==> src/design/bbf_pkg.sv <==
// shared widths, register indexes and defaults for the bollinger band filter
`timescale 1ns / 1ps
package bbf_pkg;

  localparam int DEF_MAX_WINDOW  = 256;
  localparam int DEF_SAMPLE_BITS = 24;

  localparam int WIN_W   = 9;   // window_length register
  localparam int MULT_W  = 16;  // band_multiplier, unsigned Q4.12
  localparam int WARM_W  = 16;  // warmup_length register
  localparam int IDX_W   = 16;  // sample index, saturating
  localparam int SUM_W   = 32;  // running sum, wraps
  localparam int SQ_W    = 56;  // running square sum, wraps
  localparam int ROOT_W  = SQ_W / 2;
  localparam int FRAC_SH = 12;  // multiplier fraction bits
  localparam int CFG_W   = 16;  // widest register
  localparam int CFG_IDX_W = 2;

  typedef enum logic [CFG_IDX_W-1:0] {
    CFG_WINDOW = 2'd0,
    CFG_MULT   = 2'd1,
    CFG_WARMUP = 2'd2
  } cfg_idx_e;

endpackage

==> src/design/bbf_sqrt.sv <==
// digit-by-digit floor square root, two radicand bits per cycle
`timescale 1ns / 1ps
module bbf_sqrt
  import bbf_pkg::*;
#(
  parameter int W = SQ_W
) (
  input  logic             clk_i,
  input  logic             rst_ni,
  input  logic             start_i,
  input  logic [W-1:0]     rad_i,
  output logic             busy_o,
  output logic [W/2-1:0]   root_o
);

  localparam int RW = W / 2;
  localparam int CW = $clog2(RW + 1);

  logic          busy_q;
  logic [CW-1:0] cnt_q;
  logic [W-1:0]  rad_q;
  logic [RW:0]   rem_q;
  logic [RW-1:0] root_q;
  logic [RW+2:0] rem_sh;
  logic [RW+2:0] trial;
  logic          ge;

  assign rem_sh = {rem_q, rad_q[W-1:W-2]};
  assign trial  = {1'b0, root_q, 2'b01};
  assign ge     = rem_sh >= trial;

  always_ff @(posedge clk_i or negedge rst_ni) begin
    if (!rst_ni) begin
      busy_q <= 1'b0;
      cnt_q  <= '0;
    end else if (start_i) begin
      busy_q <= 1'b1;
      cnt_q  <= CW'(RW);
    end else if (busy_q) begin
      cnt_q <= cnt_q - 1'b1;
      if (cnt_q == CW'(1)) begin
        busy_q <= 1'b0;
      end
    end
  end

  always_ff @(posedge clk_i) begin
    if (start_i) begin
      rad_q  <= rad_i;
      rem_q  <= '0;
      root_q <= '0;
    end else if (busy_q) begin
      rad_q  <= {rad_q[W-3:0], 2'b00};
      rem_q  <= ge ? (RW+1)'(rem_sh - trial) : rem_sh[RW:0];
      root_q <= {root_q[RW-2:0], ge};
    end
  end

  assign busy_o = busy_q;
  assign root_o = root_q;

endmodule

==> config.mk <==
export PLATFORM = sky130hd
export DESIGN_NAME = bbf_sqrt
export DESIGN_NICKNAME = d
export VERILOG_FILES = /design/src/design/bbf_pkg.sv /design/src/design/bbf_sqrt.sv
export SDC_FILE = /design/constraint.sdc
export NUM_CORES = 1
export LEC_CHECK = 0
export BUFFER_PORTS_ARGS = -buffer_cell sky130_fd_sc_hd__clkbuf_2
export CORE_MARGIN = 2
export CORE_UTILIZATION = 41
export CTS_BUF_LIST = sky130_fd_sc_hd__clkbuf_2 sky130_fd_sc_hd__clkbuf_4 sky130_fd_sc_hd__clkbuf_8
export DETAILED_ROUTE_END_ITERATION = 8
export PLACE_DENSITY = 0.59
export SYNTH_ARGS = -nofsm -noshare
export SYNTH_HDL_FRONTEND = slang
export SYNTH_SLANG_ARGS = --single-unit
==> constraint.sdc <==
create_clock -name clk_i -period 2.52 [get_ports clk_i]
set_input_delay 0.252 -clock clk_i [delete_from_list [all_inputs] [get_ports clk_i]]
set_output_delay 0.252 -clock clk_i [all_outputs]
set_load 0.02 [all_outputs]
==> results.py <==
metrics = {
    "outcome": {
        "outcome": "complete, but fails checks",
        "violations": "negative setup slack",
    },
    "detailed_routing": {
        "firstDrtPassIters": 4,
        "wire_per_inst_microns": 14.7,
        "routed_wl_mm": 14.7,
        "viasPerCell": 5.07,
        "drcViolationCount": 0,
        "antenna_left": 0,
        "num_vias": 5084,
        "drtIter0Drc": 239,
    },
    "placement": {
        "place_inst": 955,
        "portBuffers": 87,
        "dp_hpwl_mm": 10.2,
        "gp_congestion": 0.894,
    },
    "min_path": {
        "hold_class": "input pin to flop",
        "hold_path_depth": 2,
    },
    "yosys": {
        "synthesis.nets": 689,
        "async_reset_ff_frac": 0.0504,
        "ys.flop_type": "dfxtp_1",
        "ys_seq_area_frac": 0.464,
        "yosysWarnings": 0,
        "yosys.cell_types.count": 55,
        "synth_area_per_cell_sq_um": 10.7,
        "synth_edf_count": 56,
        "synth.largest_area_cell": "edfxtp_1",
        "syn_inst": 598,
        "yosys.area.top_type_share": 0.263,
        "syn_area_sq_um": 6400,
        "synth_area_leaders": "edfxtp_1 26%, dfxtp_1 18%, mux2_2 9.7%",
        "synth_seq_cells": 119,
    },
    "global_route": {
        "busiest_layer": "met2",
        "grt_overflow": 0,
        "grtUsageTotal": 0.188,
        "first_global_vias": 5273,
        "grt_use_met3": 0.0628,
        "grt_pass1_wl_mm": 24.8,
        "use_met1": 0.230,
        "grt_max_degree": 57,
        "antenna_found_initial": 0,
        "gr-usage-met2": 0.305,
    },
    "timing": {
        "rsz0062_at_grt": "true",
        "hold_viol_final": 0,
        "clock.fmax_ghz": 0.365,
        "holdWs_ps": 87.8,
        "final_max_slew_viol_count": 0,
        "finalCritPeriodShare": 1.09,
        "min_period_ps": 2740,
        "worst_slack_ps": -223,
        "slew_headroom": 0.186,
        "worst_pin_slew_ps": 1220,
        "finalClockSkew_ps": 10.8,
        "setup_viol": 30,
    },
    "power": {
        "p_sw_mw": 3.76,
        "p_leak_nw": 3.81,
        "pwr-share-seq": 0.247,
        "clkPwrFrac": 0.175,
        "peakVddDrop_mv": 0.588,
        "switching_share": 0.365,
        "power_frac_comb": 0.579,
        "power_density_nw_per_um2": 1180,
        "total_power_mw": 10.3,
        "p_int_mw": 6.53,
    },
    "finish": {
        "final_cells": 1003,
        "final_cell_mix": "91 x buf_4, 86 x clkbuf_2, 64 x nor2_1",
        "layout_commonest_cell": "buf_4",
        "multi_input_area_sq_um": 3550,
        "syn_to_final_growth_pct": 36.1,
        "seq_area_sq_um": 3040,
        "nFillCells": 1312,
        "nNetsFinal": 870,
        "diodes": 0,
        "drive_above_1_share": 0.470,
    },
    "floorplan": {
        "rows": 45,
        "die_x_microns": 129,
        "dieArea_sq_um": 16600,
        "io_pins": 88,
        "core_sq_um": 15300,
        "initial_core_util": 0.420,
        "die_y_microns": 129,
    },
    "setup_path": {
        "cp-start-kind": "flop",
        "worstPathArrival_ps": 3050,
        "critical_path_class": "flop to flop",
        "endpoint_kind": "flop",
        "crit_fanout": 8,
        "required_ps": 2820,
        "reg2reg_depth": 12,
    },
    "clocking": {
        "path_clk_slew_ps": 80,
        "clk_path_buf_depth": 2,
        "cts_tree": "built",
        "clk_latency_ps": 450,
        "cts_sinks": 119,
        "numCtsBuffers": 17,
        "root_buffer": "clkbuf_8",
        "htreeDepth": 4,
    },
    "job": {
        "drv_cap": 0,
    },
}
what timing repair did:
item                       CTS  global route
hold buffers                 1             0
setup endpoints to repair   28            30
hold endpoints to repair     6             0
buffers inserted             9             4
pin swaps                   20            19
resized for setup           30            33
gates cloned                 1             1
Yosys cell counts (3+ instances only):
library cell	number
a211oi_1	21
a21o_1	10
a21oi_1	27
a31oi_1	3
buf_1	5
buf_6	3
clkbuf_1	19
dfrtp_1	6
dfxtp_1	57
edfxtp_1	56
ha_1	32
inv_1	37
mux2_2	55
mux2i_1	47
nand2_1	27
nand2b_1	9
nand3_1	5
nand4_1	8
nor2_1	64
nor2b_1	3
o211ai_1	6
o21a_1	6
o21ai_0	18
o21ai_1	6
o21bai_1	3
o22ai_1	3
xnor2_1	22
xor2_1	5
worst max-delay path, stage by stage, from the launching register on:
cell and delay, ps:
dfxtp_4 350, inv_2 40, ha_4 270, nand4_1 110, or4_1 520, o31a_1 270, o211ai_1 210, a21oi_2 100
o21ai_4 90, buf_6 160, buf_12 140, mux2i_1 240, a211oi_1 100
power groups by stage:
stage,Clock [mW],Sequential (mW),Combinational (mW)
finish,1.80,2.54,5.95
global route,1.94,2.57,6.45
CTS,1.85,2.53,5.43
detailed placement,0,2.55,4.89
global placement,0,2.55,4.81
floorplan,0,2.55,3.48
registers in the layout (all words and copies together), names as in the netlist:
name,cells
busy_o,1
rem_q,29
cnt_q,5
rad_q,56
root_o,28
path summary, 6_finish.rpt:
kind	endpoint	start	slack, ps
setup / recovery	rem_q[13]$_SDFFE_PP0P_	root_o[19]$_SDFFE_PP0P_	-220
hold / removal	rad_q[1]$_SDFFCE_PN0P_	rad_i[1]	90
setup reg to reg	rem_q[13]$_SDFFE_PP0P_	root_o[19]$_SDFFE_PP0P_	-220
hold reg to reg	rem_q[27]$_SDFFE_PP0P_	rem_q[27]$_SDFFE_PP0P_	480
max in group asynchronous	busy_o$_DFF_PN0_	rst_ni	2200
min in group asynchronous	cnt_q[2]$_DFFE_PN0P_	rst_ni	150
metal layers:
| layer | up-vias | part of all wire |
|---|---|---|
| li1 | 2533 | - |
| met1 | 2415 | 0.46 |
| met2 | 104 | 0.46 |
| met3 | 32 | 0.053 |
| met4 | 0 | 0.024 |
| met5 | - | 0 |
area by class of cell:
cell class | instances | area share
inverters | 37 | 0.0167
clock inverters | 15 | 0.0195
repair buffers | 190 | 0.151
flip-flops and latches | 119 | 0.349
clock buffers | 17 | 0.0268
multi-input cells | 414 | 0.407
well taps | 211 | 0.0303
cell families after synthesis:
family / Yosys count / share of synthesized area
compound gates: 118 / 0.123
xor+xnor: 27 / 0.0369
fa+ha+maj: 32 / 0.0625
buf+inv: 65 / 0.0441
flops: 119 / 0.464
mux: 102 / 0.170
simple gates: 135 / 0.0988
per-stage QoR:
step | setup WS [ps] | setup TNS, ps | area (sq um) | utilization
detailed placement | -190 | -3750 | 7910 | 0.519
finish | -223 | -3580 | 8720 | 0.571
CTS | -168 | -3800 | 8520 | 0.558
floorplan | -13.9 | -16.6 | 6670 | -
global route | -347 | -7510 | 8720 | 0.571
global placement | -152 | -2720 | 7910 | 0.519
Note: power is estimated with default switching activity, not from simulation.
