==> config.mk <==
export PLATFORM = sky130hd
export DESIGN_NAME = bbf_ram
export DESIGN_NICKNAME = d
export VERILOG_FILES = /design/src/design/bbf_ram.sv
export SDC_FILE = /design/constraint.sdc
export NUM_CORES = 1
export LEC_CHECK = 0
export ABC_AREA = 1
export BUFFER_PORTS_ARGS = -buffer_cell sky130_fd_sc_hd__buf_4
export CORE_ASPECT_RATIO = 1.5
export CORE_MARGIN = 5
export CORE_UTILIZATION = 61
export CTS_CLUSTER_DIAMETER = 40
export DETAILED_ROUTE_END_ITERATION = 8
export PLACE_DENSITY_LB_ADDON = 0.3
export SLEW_MARGIN = 0
export SYNTH_ARGS = -nofsm -noshare
export SYNTH_HDL_FRONTEND = slang
export SYNTH_SLANG_ARGS = --single-unit
export TNS_END_PERCENT = 50
==> constraint.sdc <==
create_clock -name clk_i -period 1.2 [get_ports clk_i]
set_input_delay 0.12 -clock clk_i [delete_from_list [all_inputs] [get_ports clk_i]]
set_output_delay 0.12 -clock clk_i [all_outputs]
set_load 0.02 [all_outputs]
==> src/design/bbf_ram.sv <==
// generic single write port ram with registered read
`timescale 1ns / 1ps
module bbf_ram #(
  parameter int WIDTH = 8,
  parameter int DEPTH = 16
) (
  input  logic                     clk_i,
  input  logic                     we_i,
  input  logic [$clog2(DEPTH)-1:0] waddr_i,
  input  logic [WIDTH-1:0]         wdata_i,
  input  logic [$clog2(DEPTH)-1:0] raddr_i,
  output logic [WIDTH-1:0]         rdata_o
);

  logic [WIDTH-1:0] mem_q [DEPTH];
  logic [WIDTH-1:0] rdata_q;

  always_ff @(posedge clk_i) begin
    if (we_i) begin
      mem_q[waddr_i] <= wdata_i;
    end
    rdata_q <= mem_q[raddr_i];
  end

  assign rdata_o = rdata_q;

endmodule

==> results.yml, run 1 <==
worst_setup_path:
  critPathCaptureType: "register"
  reg2reg_to: "rdata_o[5]"
  arrival_ps: 1380
  crit_path_start_kind: "register"
  rr_worst_depth: 6
  crit_path_max_fanout: 1
  rr_startpoint: "mem_q[7][5]"
  rrSetupSlack_ps: 130
  critical_path_class: "reg -> reg"
  required_ps: 1510
grt:
  grt_first_pass_wirelength_mm: 20.5
  grt_pass1_vias: 3977
  track_usage_pct: 25.2
  grt_max_degree: 33
  antenna_found_initial: 0
  gr-total-overflow: 0
sta:
  tightest_slew_ps: 317
  tns_ps: 0
  max_freq_ghz: 0.931
  timing_hold_violations_final: 0
  rsz0062_at_grt: "no"
  setup_violations: 0
  clock-skew-final_ps: 11.4
  drv_slew: 0
  period_minus_slack_ps: 1070
  relSlewSlack_pct: 78.8
  post-route-worst-setup-slack_ps: 126
  holdWs_ps: 38.8
  finalCritPeriodShare_pct: 89.5
logic_synthesis:
  synth_edf_count: 128
  syn_inst: 551
  synth-async-reset-ratio_pct: 0
  synthTopCellsByArea: "edfxtp_1 (67%), nand2_1 (11%), nand3_1 (8.4%)"
  ys.flop_type: "edfxtp_1"
  synth.most_common_cell: "nand2_1"
  synthesis.nets: 569
  ys_top_cells_by_count: "nand2_1 (173), edfxtp_1 (128), inv_1 (100), nand3_1 (97), nor2_1 (17)"
  netlist_area_mm2: 0.00577
  ys_warn_count: 0
  ys_seq_elements: 136
  synthDistinctLibCells: 12
  netlist.area_leader.share_pct: 66.7
  ys_seq_area_share_pct: 69.4
  synth_area_per_cell_um2: 10.5
  synth_top_area_cell: "edfxtp_1"
die:
  num_io_pins: 26
  start_util_pct: 62.3
  fp.dieH_um: 129
  die_area_mm2: 0.0115
  die_w_um: 89.4
  coreArea_mm2: 0.00925
  rows: 43
route:
  first_iter_violations: 331
  post_drt_wl_per_cell_um: 18.0
  detail-route-antenna-nets: 0
  dr_total_vias: 3924
  vias_per_cell: 5.43
  dr.pass1.iters: 5
  route.detailed.drc: 0
  routed_wl_mm: 13.0
pwr:
  p_leak_uw: 0.00296
  vdd_drop_max_mv: 1.46
  powerDensity_mw_per_mm2: 1650
  p_total_uw: 11200
cells_and_area:
  drive_gt1_share_pct: 13.6
  antenna_cells: 0
  fin_area_mm2: 0.00676
  area_growth_pct: 17.2
  multi_input_area_mm2: 0.00121
  seqCellArea_mm2: 0.00400
  n_fill_cell: 623
  nets: 615
placement:
  dp_slack_ps: 44.4
  io_buffers: 25
  gp_congestion: 0.867
  dp_hpwl_mm: 8.30
  place_area_mm2: 0.00617
clock_tree:
  cts_tree: "built"
  clk_path_buf_depth: 2
  holdBufCountCts: 0
  clk_latency_ps: 410
  cts_max_level: 4
  clock_sinks: 136
  root_buffer: "clkbuf_16"
  path_clk_slew_ps: 60
  cts_setup_buffers: 0
  cts_made_buffers: 17
  ctsResizeCount: 0
job:
  maxCapViolations: 0
hold_path:
  holdPathStages: 3
  hp-start: "raddr_i[3]"
  holdPathEnd: "rdata_o[4]"
  hold_path.class: "in -> reg"
outcome:
  status: "finished, final reports clean"
cells by family after synthesis:
logic type    synth area share, %
buf+inv                      9.52
flops                        69.4
simple gates                 21.0
registers in the layout, summed over array words and instances (netlist names):
register,count
mem_q,128
rdata_o,8
metrics by stage:
| stage | util, % | instances |
|---|---|---|
| 3_3_place_gp | 66.7 | 690 |
| 5_1_grt | 73.0 | 722 |
| 3_5_place_dp | 66.7 | 690 |
| 6_report | 73.0 | 722 |
| 2_1_floorplan | - | 551 |
| 4_1_cts | 73.0 | 722 |
layout make-up:
class,count,share of cell area [%]
Multi-Input combinational cell,289,18.0
Sequential cell,136,59.2
Tap cell,112,2.07
Clock inverter,15,2.37
Clock buffer,17,6.29
Inverter,102,5.66
Timing Repair Buffer,51,6.41
routing by layer:
| metal | wire, um | track usage, % | up-vias |
|---|---|---|---|
| met3 | 906 | 5.79 | 44 |
| met4 | 544 | 13.6 | 0 |
| li1 | - | - | 1865 |
| met2 | 6780 | 42.0 | 200 |
| met1 | 4790 | 29.8 | 1815 |
| met5 | 0 | 0 | - |
power by group:
part	switching (uW)	internal, uW	leakage, uW
combinational	502	246	0.00147
sequential	32.3	5310	0.00122
clock	1850	3220	0.000275
total	2380	8780	0.00296
critical path: stages, from the launching register on:
cell	delay, ps
edfxtp_1	400
inv_1	70
nand2_1	50
nand3_1	90
nand3_1	130
nand3_1	160
nand2_1	70
how the worst max path moves through the flow:
stage           startpoint           end  slack (ps)  cells past startpoint
2_1_floorplan   waddr_i[2]  mem_q[10][0]         130                      2
3_3_place_gp    raddr_i[0]    rdata_o[6]          50                      7
3_5_place_dp    raddr_i[0]    rdata_o[6]          40                      8
4_1_cts        mem_q[7][5]    rdata_o[5]         140                      6
5_1_grt        mem_q[7][5]    rdata_o[5]          70                      6
6_report       mem_q[7][5]    rdata_o[5]         130                      6
cells in the final DEF, fill, tap and decap left out:
cell type	Yosys	final
clkinv_2	0	5
edfxtp_1	128	128
clkinvlp_4	0	5
bufinv_16	0	3
buf_12	0	4
inv_1	100	100
clkinv_1	0	2
inv_2	2	2
clkbuf_16	0	17
nand3_1	97	97
nand3b_1	2	2
buf_4	4	47
dfxtp_1	8	8
nor2_1	17	17
nand2_1	173	173
(Power assumes the default switching activity.)
==> run 2, diff against run 1 <==
REMOVE_ABC_BUFFERS = 1   (was not set)
==> run 2 against run 1 <==
Clock skew down 7.8 ps. Highest routed layer unchanged. Worst setup slack better by 68 ps. Via count up 0.31%. Clock-buffer cell count up 6. Register-to-register slack better by 70 ps. Largest power group unchanged.
==> results.yml, run 2 (same netlist as run 1, synthesis figures left out) <==
clock_tree:
  cts_max_level: 4
  cts_tree: "built"
  cts_made_buffers: 17
  clock_sinks: 136
  clk_path_buf_depth: 2
  clk_latency_ps: 410
  cts_setup_buffers: 0
  holdBufCountCts: 0
  path_clk_slew_ps: 50
  ctsResizeCount: 0
  root_buffer: "clkbuf_16"
hold_path:
  holdPathEnd: "rdata_o[5]"
  hold_path.class: "in -> reg"
  holdPathStages: 3
  hp-start: "raddr_i[3]"
worst_setup_path:
  rrSetupSlack_ps: 200
  critPathCaptureType: "primary output"
  required_ps: 1080
  slowest_delay_ps: 330
  crit_slowest_cell: "dfxtp_1"
  path_cells: "buf_4"
  critical_path_class: "reg -> out"
  crit_family: "flip-flops"
  reg2reg_to: "rdata_o[3]"
  crit_path_start_kind: "register"
  crit_path_max_fanout: 1
  arrival_ps: 890
  worst-path-buf-inv: 1
  rr_startpoint: "mem_q[5][3]"
  rr_worst_depth: 6
cells_and_area:
  regMostFlops: "mem_q"
  area_growth_pct: 16.6
  antenna_cells: 0
  nets: 614
  layout_common_cells: "nand2_1 (173), edfxtp_1 (128), inv_1 (100)"
  n_fill_cell: 618
  drive_gt1_share_pct: 13.5
  largest_reg_flops: 128
  layout_commonest_cell: "nand2_1"
job:
  maxCapViolations: 0
sta:
  clock-skew-final_ps: 3.52
  setup_violations: 0
  rsz0062_at_grt: "no"
  tns_ps: 0
  timing_hold_violations_final: 0
  relSlewSlack_pct: 83.9
  holdWs_ps: 19.7
  tightest_slew_ps: 241
  max_freq_ghz: 0.994
  finalCritPeriodShare_pct: 83.8
  drv_slew: 0
  period_minus_slack_ps: 1010
die:
  fp.dieH_um: 129
  die_w_um: 89.4
  start_util_pct: 62.3
  coreArea_mm2: 0.00925
  die_area_mm2: 0.0115
  num_io_pins: 26
  rows: 43
grt:
  gr-total-overflow: 0
  grt_first_pass_wirelength_mm: 19.9
  antenna_found_initial: 0
  grt_pass1_vias: 3891
  track_usage_pct: 24.4
  grt_max_degree: 45
route:
  routed_wl_mm: 12.6
  vias_per_cell: 5.46
  dr_total_vias: 3936
  detail-route-antenna-nets: 0
  dr.pass1.iters: 8
  first_iter_violations: 484
  post_drt_wl_per_cell_um: 17.4
  route.detailed.drc: 0
placement:
  dp_hpwl_mm: 7.87
  gp_congestion: 0.853
  io_buffers: 25
pwr:
  vdd_drop_max_mv: 1.53
  p_leak_uw: 0.00297
  powerDensity_mw_per_mm2: 1620
outcome:
  status: "finished, final reports clean"
## run 2: changes by cell type in the layout (fill, tap and decap cells not counted), sizes merged
cell	change
clkinvlp	-4
buf	-1
bufinv	-2
clkbuf	+6
## run 2: metal layers
layer  global-route usage (%)  vias up  routed length (um)
met5                        0        -                   0
li1                         -     1860                   -
met1                     29.8     1841                4500
met4                     10.3        0                 390
met2                     41.1      201                6730
met3                     5.85       34                 933
## run 2: stage by stage
step	utilization [%]	cells	area (um^2)	worst slack [ps]	total power, uW
floorplan	-	527	5600	99.5	5760
global placement	66.6	689	6170	45.4	6150
detailed placement	66.6	689	6170	36.5	6170
CTS	72.7	721	6730	176	10900
global route	72.7	721	6730	122	11200
finish	72.7	721	6730	194	10900
## run 2: worst max path at each step
stage,from,to,slack (ps),cells after the start
5_1_grt,mem_q[13][3],rdata_o[3],120,6
6_report,rdata_o[6],rdata_o[6],190,1
2_1_floorplan,raddr_i[0],rdata_o[2],100,6
4_1_cts,rdata_o[6],rdata_o[6],180,1
3_5_place_dp,waddr_i[2],mem_q[10][7],40,4
3_3_place_gp,waddr_i[2],mem_q[10][3],50,4
## run 2: layout make-up
class                           count  area, um^2  share of cell area, %
Timing Repair Buffer               50         425                   6.32
Sequential cell                   136        4000                   59.5
Clock buffer                       23         488                   7.25
Tap cell                          112         140                   2.08
Multi-Input combinational cell    289        1210                   18.0
Inverter                          102         383                   5.69
Clock inverter                      9        72.6                   1.08
## run 2: worst min-delay path, delay by kind of cell
kind / cells / cell delay (ps)
buffers and inverters: 1 / 140
AND/OR/NAND/NOR: 2 / 130
## run 2: power breakdown
| group | leakage, uW | switching [uW] | internal (uW) |
|---|---|---|---|
| registers | 0.00122 | 32.1 | 5310 |
| clock network | 0.000282 | 1760 | 3040 |
| logic | 0.00146 | 489 | 246 |
| total | 0.00297 | 2280 | 8600 |
