File: src/design/bbf_pkg.sv
// shared widths, register indexes and defaults for the bollinger band filter
`timescale 1ns / 1ps
package bbf_pkg;

  localparam int DEF_MAX_WINDOW  = 256;
  localparam int DEF_SAMPLE_BITS = 24;

  localparam int WIN_W   = 9;   // window_length register
  localparam int MULT_W  = 16;  // band_multiplier, unsigned Q4.12
  localparam int WARM_W  = 16;  // warmup_length register
  localparam int IDX_W   = 16;  // sample index, saturating
  localparam int SUM_W   = 32;  // running sum, wraps
  localparam int SQ_W    = 56;  // running square sum, wraps
  localparam int ROOT_W  = SQ_W / 2;
  localparam int FRAC_SH = 12;  // multiplier fraction bits
  localparam int CFG_W   = 16;  // widest register
  localparam int CFG_IDX_W = 2;

  typedef enum logic [CFG_IDX_W-1:0] {
    CFG_WINDOW = 2'd0,
    CFG_MULT   = 2'd1,
    CFG_WARMUP = 2'd2
  } cfg_idx_e;

endpackage

File: src/design/bbf_div.sv
// bit-serial restoring divider, one quotient bit per cycle
`timescale 1ns / 1ps
module bbf_div
  import bbf_pkg::*;
#(
  parameter int N = SUM_W
) (
  input  logic             clk_i,
  input  logic             rst_ni,
  input  logic             start_i,
  input  logic [N-1:0]     dividend_i,
  input  logic [WIN_W-1:0] divisor_i,
  output logic             busy_o,
  output logic [N-1:0]     quot_o
);

  localparam int CW = $clog2(N + 1);

  logic          busy_q;
  logic [CW-1:0] cnt_q;
  logic [WIN_W-1:0] rem_q;
  logic [N-1:0]  acc_q;
  logic [WIN_W:0] rem_sh;
  logic           ge;

  // shift the next dividend bit into the partial remainder
  assign rem_sh = {rem_q, acc_q[N-1]};
  assign ge     = rem_sh >= {1'b0, divisor_i};

  always_ff @(posedge clk_i or negedge rst_ni) begin
    if (!rst_ni) begin
      busy_q <= 1'b0;
      cnt_q  <= '0;
    end else if (start_i) begin
      busy_q <= 1'b1;
      cnt_q  <= CW'(N);
    end else if (busy_q) begin
      cnt_q <= cnt_q - 1'b1;
      if (cnt_q == CW'(1)) begin
        busy_q <= 1'b0;
      end
    end
  end

  always_ff @(posedge clk_i) begin
    if (start_i) begin
      rem_q <= '0;
      acc_q <= dividend_i;
    end else if (busy_q) begin
      rem_q <= ge ? WIN_W'(rem_sh - {1'b0, divisor_i}) : rem_sh[WIN_W-1:0];
      acc_q <= {acc_q[N-2:0], ge};
    end
  end

  assign busy_o = busy_q;
  assign quot_o = acc_q;

endmodule

File: config.mk
export PLATFORM = sky130hd
export DESIGN_NAME = bbf_div
export DESIGN_NICKNAME = d
export VERILOG_FILES = /design/src/design/bbf_pkg.sv /design/src/design/bbf_div.sv
export SDC_FILE = /design/constraint.sdc
export NUM_CORES = 1
export LEC_CHECK = 0
export BUFFER_PORTS_ARGS = -buffer_cell sky130_fd_sc_hd__buf_2
export CAP_MARGIN = 0
export CORE_ASPECT_RATIO = 1.4
export CORE_MARGIN = 4
export CORE_UTILIZATION = 40
export DETAILED_ROUTE_END_ITERATION = 10
export GPL_TIMING_DRIVEN = 0
export PLACE_DENSITY = 0.63
export REMOVE_ABC_BUFFERS = 1
export SETUP_SLACK_MARGIN = 0.5
export SYNTH_ARGS = -nofsm -noshare
export SYNTH_HDL_FRONTEND = slang
export SYNTH_SLANG_ARGS = --single-unit
File: constraint.sdc
create_clock -name clk_i -period 2.7 [get_ports clk_i]
set_input_delay 0 -clock clk_i [delete_from_list [all_inputs] [get_ports clk_i]]
set_output_delay 0 -clock clk_i [all_outputs]
set_load 0.005 [all_outputs]
==> results of run 1 <==
-- report_power, final --
part	switching [mW]	internal (mW)
Clock	0.237	0.274
Combinational	0.563	0.622
Sequential	0.127	0.982
Total	0.927	1.88
-- metrics by stage --
step | hold WS, ns | power, mW
2_1_floorplan | -0.296 | 1.81
3_3_place_gp | -0.155 | 2.08
3_5_place_dp | -0.156 | 2.09
4_1_cts | 0.00152 | 2.75
5_1_grt | 0.00624 | 3.00
6_report | 0.00756 | 2.81
-- worst paths after layout --
check | startpoint | end | slack (ns) | cells after the start
setup / recovery | quot_o[31] | rem_q[2] | 0.45 | 10
hold / removal | dividend_i[8] | quot_o[8] | 0.008 | 2
setup reg to reg | quot_o[31] | rem_q[2] | 0.45 | 10
hold reg to reg | rem_q[8] | rem_q[8] | 0.46 | 2
max in group asynchronous | rst_ni | busy_o | 2.47 | 2
min in group asynchronous | rst_ni | cnt_q[2] | 0.07 | 2
-- cells by family after synthesis --
logic type	Yosys count	share of synthesized area [%]
buffers and inverters	24	4.03
and+or+nand+nor	41	7.75
DFF	48	52.3
xor gates and xnor gates	10	3.48
adders and majority gates	12	6.26
muxes	33	14.7
AOI/OAI and AO/OA	34	11.5
-- layout make-up --
type	instances	area share [%]
tap	70	2.58
timing repair inverter	1	0.221
timing repair buffer	107	20.6
multi-input combinational	130	32.8
clock inverter	3	1.25
sequential	48	38.7
clock buffer	5	2.03
inverter	15	1.77
-- layout by cell type, fill, tap and decap left out, types with 2 or more instances in the layout --
master / Yosys / layout
a211oi_1: 2 / 2
a21oi_1: 2 / 2
a32oi_1: 3 / 3
buf_12: 0 / 2
buf_2: 0 / 76
buf_4: 1 / 4
clkbuf_8: 0 / 5
clkinvlp_4: 0 / 2
dfrtp_1: 7 / 7
dfxtp_1: 9 / 9
dlygate4sd3_1: 0 / 25
edfxtp_1: 32 / 32
ha_1: 11 / 10
inv_1: 15 / 13
mux2_2: 31 / 31
mux2i_1: 2 / 2
nand2_1: 11 / 11
nand2b_1: 4 / 4
nand3_1: 7 / 7
nor2_1: 11 / 10
nor2b_1: 2 / 2
nor3_1: 2 / 2
o211ai_1: 2 / 2
o21ai_0: 7 / 7
o21bai_1: 2 / 2
o311ai_0: 4 / 3
o31ai_1: 4 / 4
xnor2_1: 6 / 6
xor2_1: 4 / 4
-- per-layer routing --
metal | vias up | share of wire (%)
li1 | 958 | -
met1 | 878 | 40
met2 | 68 | 51
met3 | 13 | 6.7
met4 | 0 | 2.7
met5 | - | 0
-- what timing repair did --
item | CTS | global route
endpoints found under the setup margin | 41 | 10
hold buffers | 24 | 1
hold endpoints to repair | 30 | 1
resized for setup | 4 | 4
setup buffers | 5 | 1
pin swaps | 3 | 1
gates cloned | 1 | 0
-- state kept, by name, summed over array words and instances, names as in the netlist --
signal  cells
busy_o      1
cnt_q       6
quot_o     32
rem_q       9
==> impl_metrics.toml, run 1 <==
[cells_and_area]
antenna_cells = 0
drive_above_1_share_pct = 42.7
final-seq-area_um2 = 1320
fill_cells = 500
stdcell_count = 379
multi_input_area_um2 = 1110
final_area_um2 = 3400
nets = 364
final_util_pct = 56.8
synthToLayoutAreaGrowth_pct = 35.0

[status]
outcome = "finished clean"

[setup_path]
critPathSlowestCell = "edfxtp_1"
worstPathCellList = "inv_1 > ha_2 > inv_2 > fa_2 > a211oi_4 > o21ai_2 > a31oi_4 > buf_12 > mux2i_1 > o21ai_0"
path_delay_family = "compound AO/OA/AOI/OAI gates"
end_kind = "flop"
crit_buf_inv = 3
max_stage_delay_ns = 0.43
cp_max_fo = 11
crit_path_start_kind = "flop"
critical_path_required_ns = 2.88
crit_arrival_ns = 2.42
critPathKind = "reg2reg"

[timing]
skew_ns = 0.00294
worst_pin_slew_ns = 0.897
timing.final.crit_period_ns = 2.25
max_freq_mhz = 445
finalCritPeriodShare_pct = 83.2
relSlewSlack_pct = 40.2
fin_tns_setup_ns = 0
setup_viol = 0
setup_ws_ns = 0.454
hold_viol = 0
drv_slew = 0
rsz0062_at_grt = "yes"

[clock_tree]
htreeDepth = 2
insertion_delay_ns = 0.29
cts.sinks = 48
cts_tree = "done"
cts_buffer_depth = 2
cts_root_buf = "clkbuf_8"
path_clk_slew_ns = 0.09
cts_buffers = 5

[global_routing]
grt_max_degree = 45
busiest_layer = "met2"
overflow = 0
grt_pass1_wl_um = 9430
grt_pass1_vias = 2046
grt_antenna_before_repair = 0
gr-usage-all-layers_pct = 16.1
use_met1_pct = 19.4
grt_use_met2_pct = 27.1
grt.met3_usage_pct = 3.74

[routing]
firstDrtPassIters = 4
via_per_inst = 5.06
detail-route-antenna-nets = 0
via_count = 1917
wl_per_cell_um = 15.3
first_iter_violations = 41
drc = 0
routed_wl_um = 5810

[min_path]
hold_path_class = "in2reg"

[floorplan]
die_y_um = 102
io_pins = 77
initial_core_util_pct = 42.0
core_um2 = 5990
rows = 33
dieArea_um2 = 7640
die-width_um = 75.0

[place]
postPlaceCellArea_um2 = 2940
dp.cells = 339
io_buffer_count = 76
place_ws_ns = 0.0468
place_congestion = 0.877
hpwl_um = 3870

[logic_synthesis]
synth-edff-count = 32
syn_inst = 202
synth_warnings = 0
yosysUniqueCellTypes = 38
yosys.area.top_type = "edfxtp_1"
netlist_area_um2 = 2520
yosys.area.top_type_share_pct = 38.2
syn_area_per_cell_um2 = 12.5
ys_top_cells_by_count = "edfxtp_1, mux2_2, inv_1"
ys_seq_area_share_pct = 52.3
synth.most_common_cell = "edfxtp_1"
synth_flop_cell = "edfxtp_1"
ys_top_cells_by_area = "edfxtp_1, mux2_2, dfxtp_1"
synthArstFlopShare_pct = 14.6
synth_seq_cells = 48

[power]
vdd_drop_max_uv = 376
power_leakage_nw = 1.48
p_per_area_nw_per_um2 = 825

[job]
drv_cap = 0
No activity file was read; power rests on OpenSTA's default activity.
==> run 2, diff against run 1 <==
==> constraint.sdc (replaced) <==
create_clock -name clk_i -period 2.2 [get_ports clk_i]
set_input_delay 0 -clock clk_i [delete_from_list [all_inputs] [get_ports clk_i]]
set_output_delay 0 -clock clk_i [all_outputs]
set_load 0.005 [all_outputs]
==> run 2 against run 1 <==
Against the previous run: the run now ends with negative setup slack left; final cell count increased by 0.79%; via count increased by 0.26%; flip-flop and latch count did not move; highest routed layer unchanged.
==> impl_metrics.toml, run 2 (synthesis results as in run 1) <==
[clock_tree]
cts_tree = "done"
cts_root_buf = "clkbuf_8"
cts_buffer_depth = 2
cts_buffers = 5
htreeDepth = 2
path_clk_slew_ns = 0.09
cts.sinks = 48
insertion_delay_ns = 0.29

[global_routing]
grt_pass1_vias = 2029
overflow = 0
grt_pass1_wl_um = 9380
grt_antenna_before_repair = 0
grt_max_degree = 45
gr-usage-all-layers_pct = 16.0

[routing]
firstDrtPassIters = 4
routed_wl_um = 5790
drc = 0
via_per_inst = 5.03
detail-route-antenna-nets = 0
wl_per_cell_um = 15.1
first_iter_violations = 44
via_count = 1922

[status]
violations = "negative setup slack"
outcome = "complete, but fails checks"

[setup_path]
max_stage_delay_ns = 0.44
reg2reg_depth = 10
path_delay_family = "compound AO/OA/AOI/OAI gates"
crit_arrival_ns = 2.41
critPathKind = "reg2reg"
timing.rr.end = "rem_q[2]"
reg2reg_setup_slack_ns = -0.03
rr_startpoint = "quot_o[31]"
critPathSlowestCell = "edfxtp_1"
worstPathCellList = "inv_1 > ha_2 > inv_2 > fa_2 > a211oi_4 > o21ai_2 > a31oi_4 > buf_12 > mux2i_1 > o21ai_1"
crit_path_start_kind = "flop"
cp_max_fo = 11
crit_buf_inv = 3
critical_path_required_ns = 2.38
end_kind = "flop"

[timing]
relSlewSlack_pct = 40.0
hold_viol = 0
max_freq_mhz = 448
finalCritPeriodShare_pct = 101
setup_ws_ns = -0.0309
rsz0062_at_grt = "yes"
drv_slew = 0
timing.final.crit_period_ns = 2.23
setup_viol = 4
worst_pin_slew_ns = 0.900
skew_ns = 0.00312

[floorplan]
die-width_um = 75.0
core_um2 = 5990
rows = 33
dieArea_um2 = 7640
die_y_um = 102
initial_core_util_pct = 42.0
io_pins = 77

[power]
vdd_drop_max_uv = 459
total_power_mw = 3.45
power_leakage_nw = 1.49
p_per_area_nw_per_um2 = 1010

[cells_and_area]
antenna_cells = 0
final_area_um2 = 3420
synthToLayoutAreaGrowth_pct = 35.9
nets = 367
layout_commonest_cell = "buf_2"
largest_reg_flops = 32
fill_cells = 501
layout_common_cells = "buf_2, edfxtp_1, mux2_2"
drive_above_1_share_pct = 43.3

[min_path]
hold_path_class = "in2reg"
min_to = "quot_o[8]"
holdCritStartpoint = "dividend_i[8]"
whs_path_depth = 2

[place]
io_buffer_count = 76
hpwl_um = 3870
place_congestion = 0.877
postPlaceCellArea_um2 = 2940

[job]
drv_cap = 0
==> run 2: cell types whose count changed in the layout (fill, tap and decap cells not counted) <==
cell | before | now
o311ai_1 | 1 | 0
o21ai_1 | 0 | 2
o21ai_0 | 7 | 5
buf_4 | 4 | 7
o311ai_0 | 3 | 4
==> run 2: worst register-to-register path: cells and delay by family, from the launching register on <==
family          cells  cell delay, ns
flops               1            0.44
compound gates      4            0.67
mux                 1            0.19
buf+inv             3            0.28
fa+ha+maj           2            0.55
==> run 2: final cells by class <==
type	count	area, µm²	share of cell area [%]
Timing Repair Buffer	110	723	21.1
Timing Repair inverter	1	7.51	0.219
Tap cell	70	87.6	2.56
Multi-Input combinational cell	130	1110	32.6
Clock buffer	5	68.8	2.01
Sequential cell	48	1320	38.5
Inverter	15	60.1	1.76
Clock inverter	3	42.5	1.24
==> run 2: report_power, final <==
part	total, mW	switching, mW	internal (mW)
Clock	0.629	0.292	0.337
Combinational	1.46	0.692	0.770
Sequential	1.36	0.156	1.20
Total	3.45	1.14	2.31
==> run 2: worst max path at each step <==
stage / start / endpoint / cells past startpoint
after CTS: quot_o[31] / rem_q[2] / 10
after global routing: quot_o[31] / rem_q[2] / 10
final: quot_o[31] / rem_q[2] / 10
after detailed placement: quot_o[31] / rem_q[1] / 9
after global placement: quot_o[31] / rem_q[1] / 9
after floorplan: quot_o[31] / rem_q[1] / 9
==> run 2: metal layers <==
layer | GRT usage, % | part of all wire [%] | up-vias
li1 | - | - | 966
met1 | 19.5 | 40 | 883
met2 | 27.1 | 51 | 64
met3 | 3.74 | 6.6 | 9
met4 | 5.62 | 2.0 | 0
met5 | 0 | 0 | -
==> run 2: stage by stage <==
stage / worst slack [ns] / TNS (ns) / util (%) / instances / hold slack, ns
after floorplan: -0.0921 / -0.128 / - / 193 / -0.296
after global placement: -0.460 / -13.18 / 49.1 / 339 / -0.155
after detailed placement: -0.453 / -14.25 / 49.1 / 339 / -0.156
after CTS: -0.0747 / -0.155 / 56.5 / 380 / 0.00152
after global routing: -0.165 / -0.967 / 57.1 / 382 / 0.000339
final: -0.0309 / -0.0964 / 57.1 / 382 / 0.00780
==> run 2: what timing repair did <==
item | 4_1_cts | 5_1_grt
gates cloned | 1 | 0
endpoints found under the hold margin | 30 | 1
pin swaps | 5 | 2
endpoints found under the setup margin | 42 | 42
setup buffers | 8 | 1
hold buffers | 24 | 1
resized for setup | 4 | 5
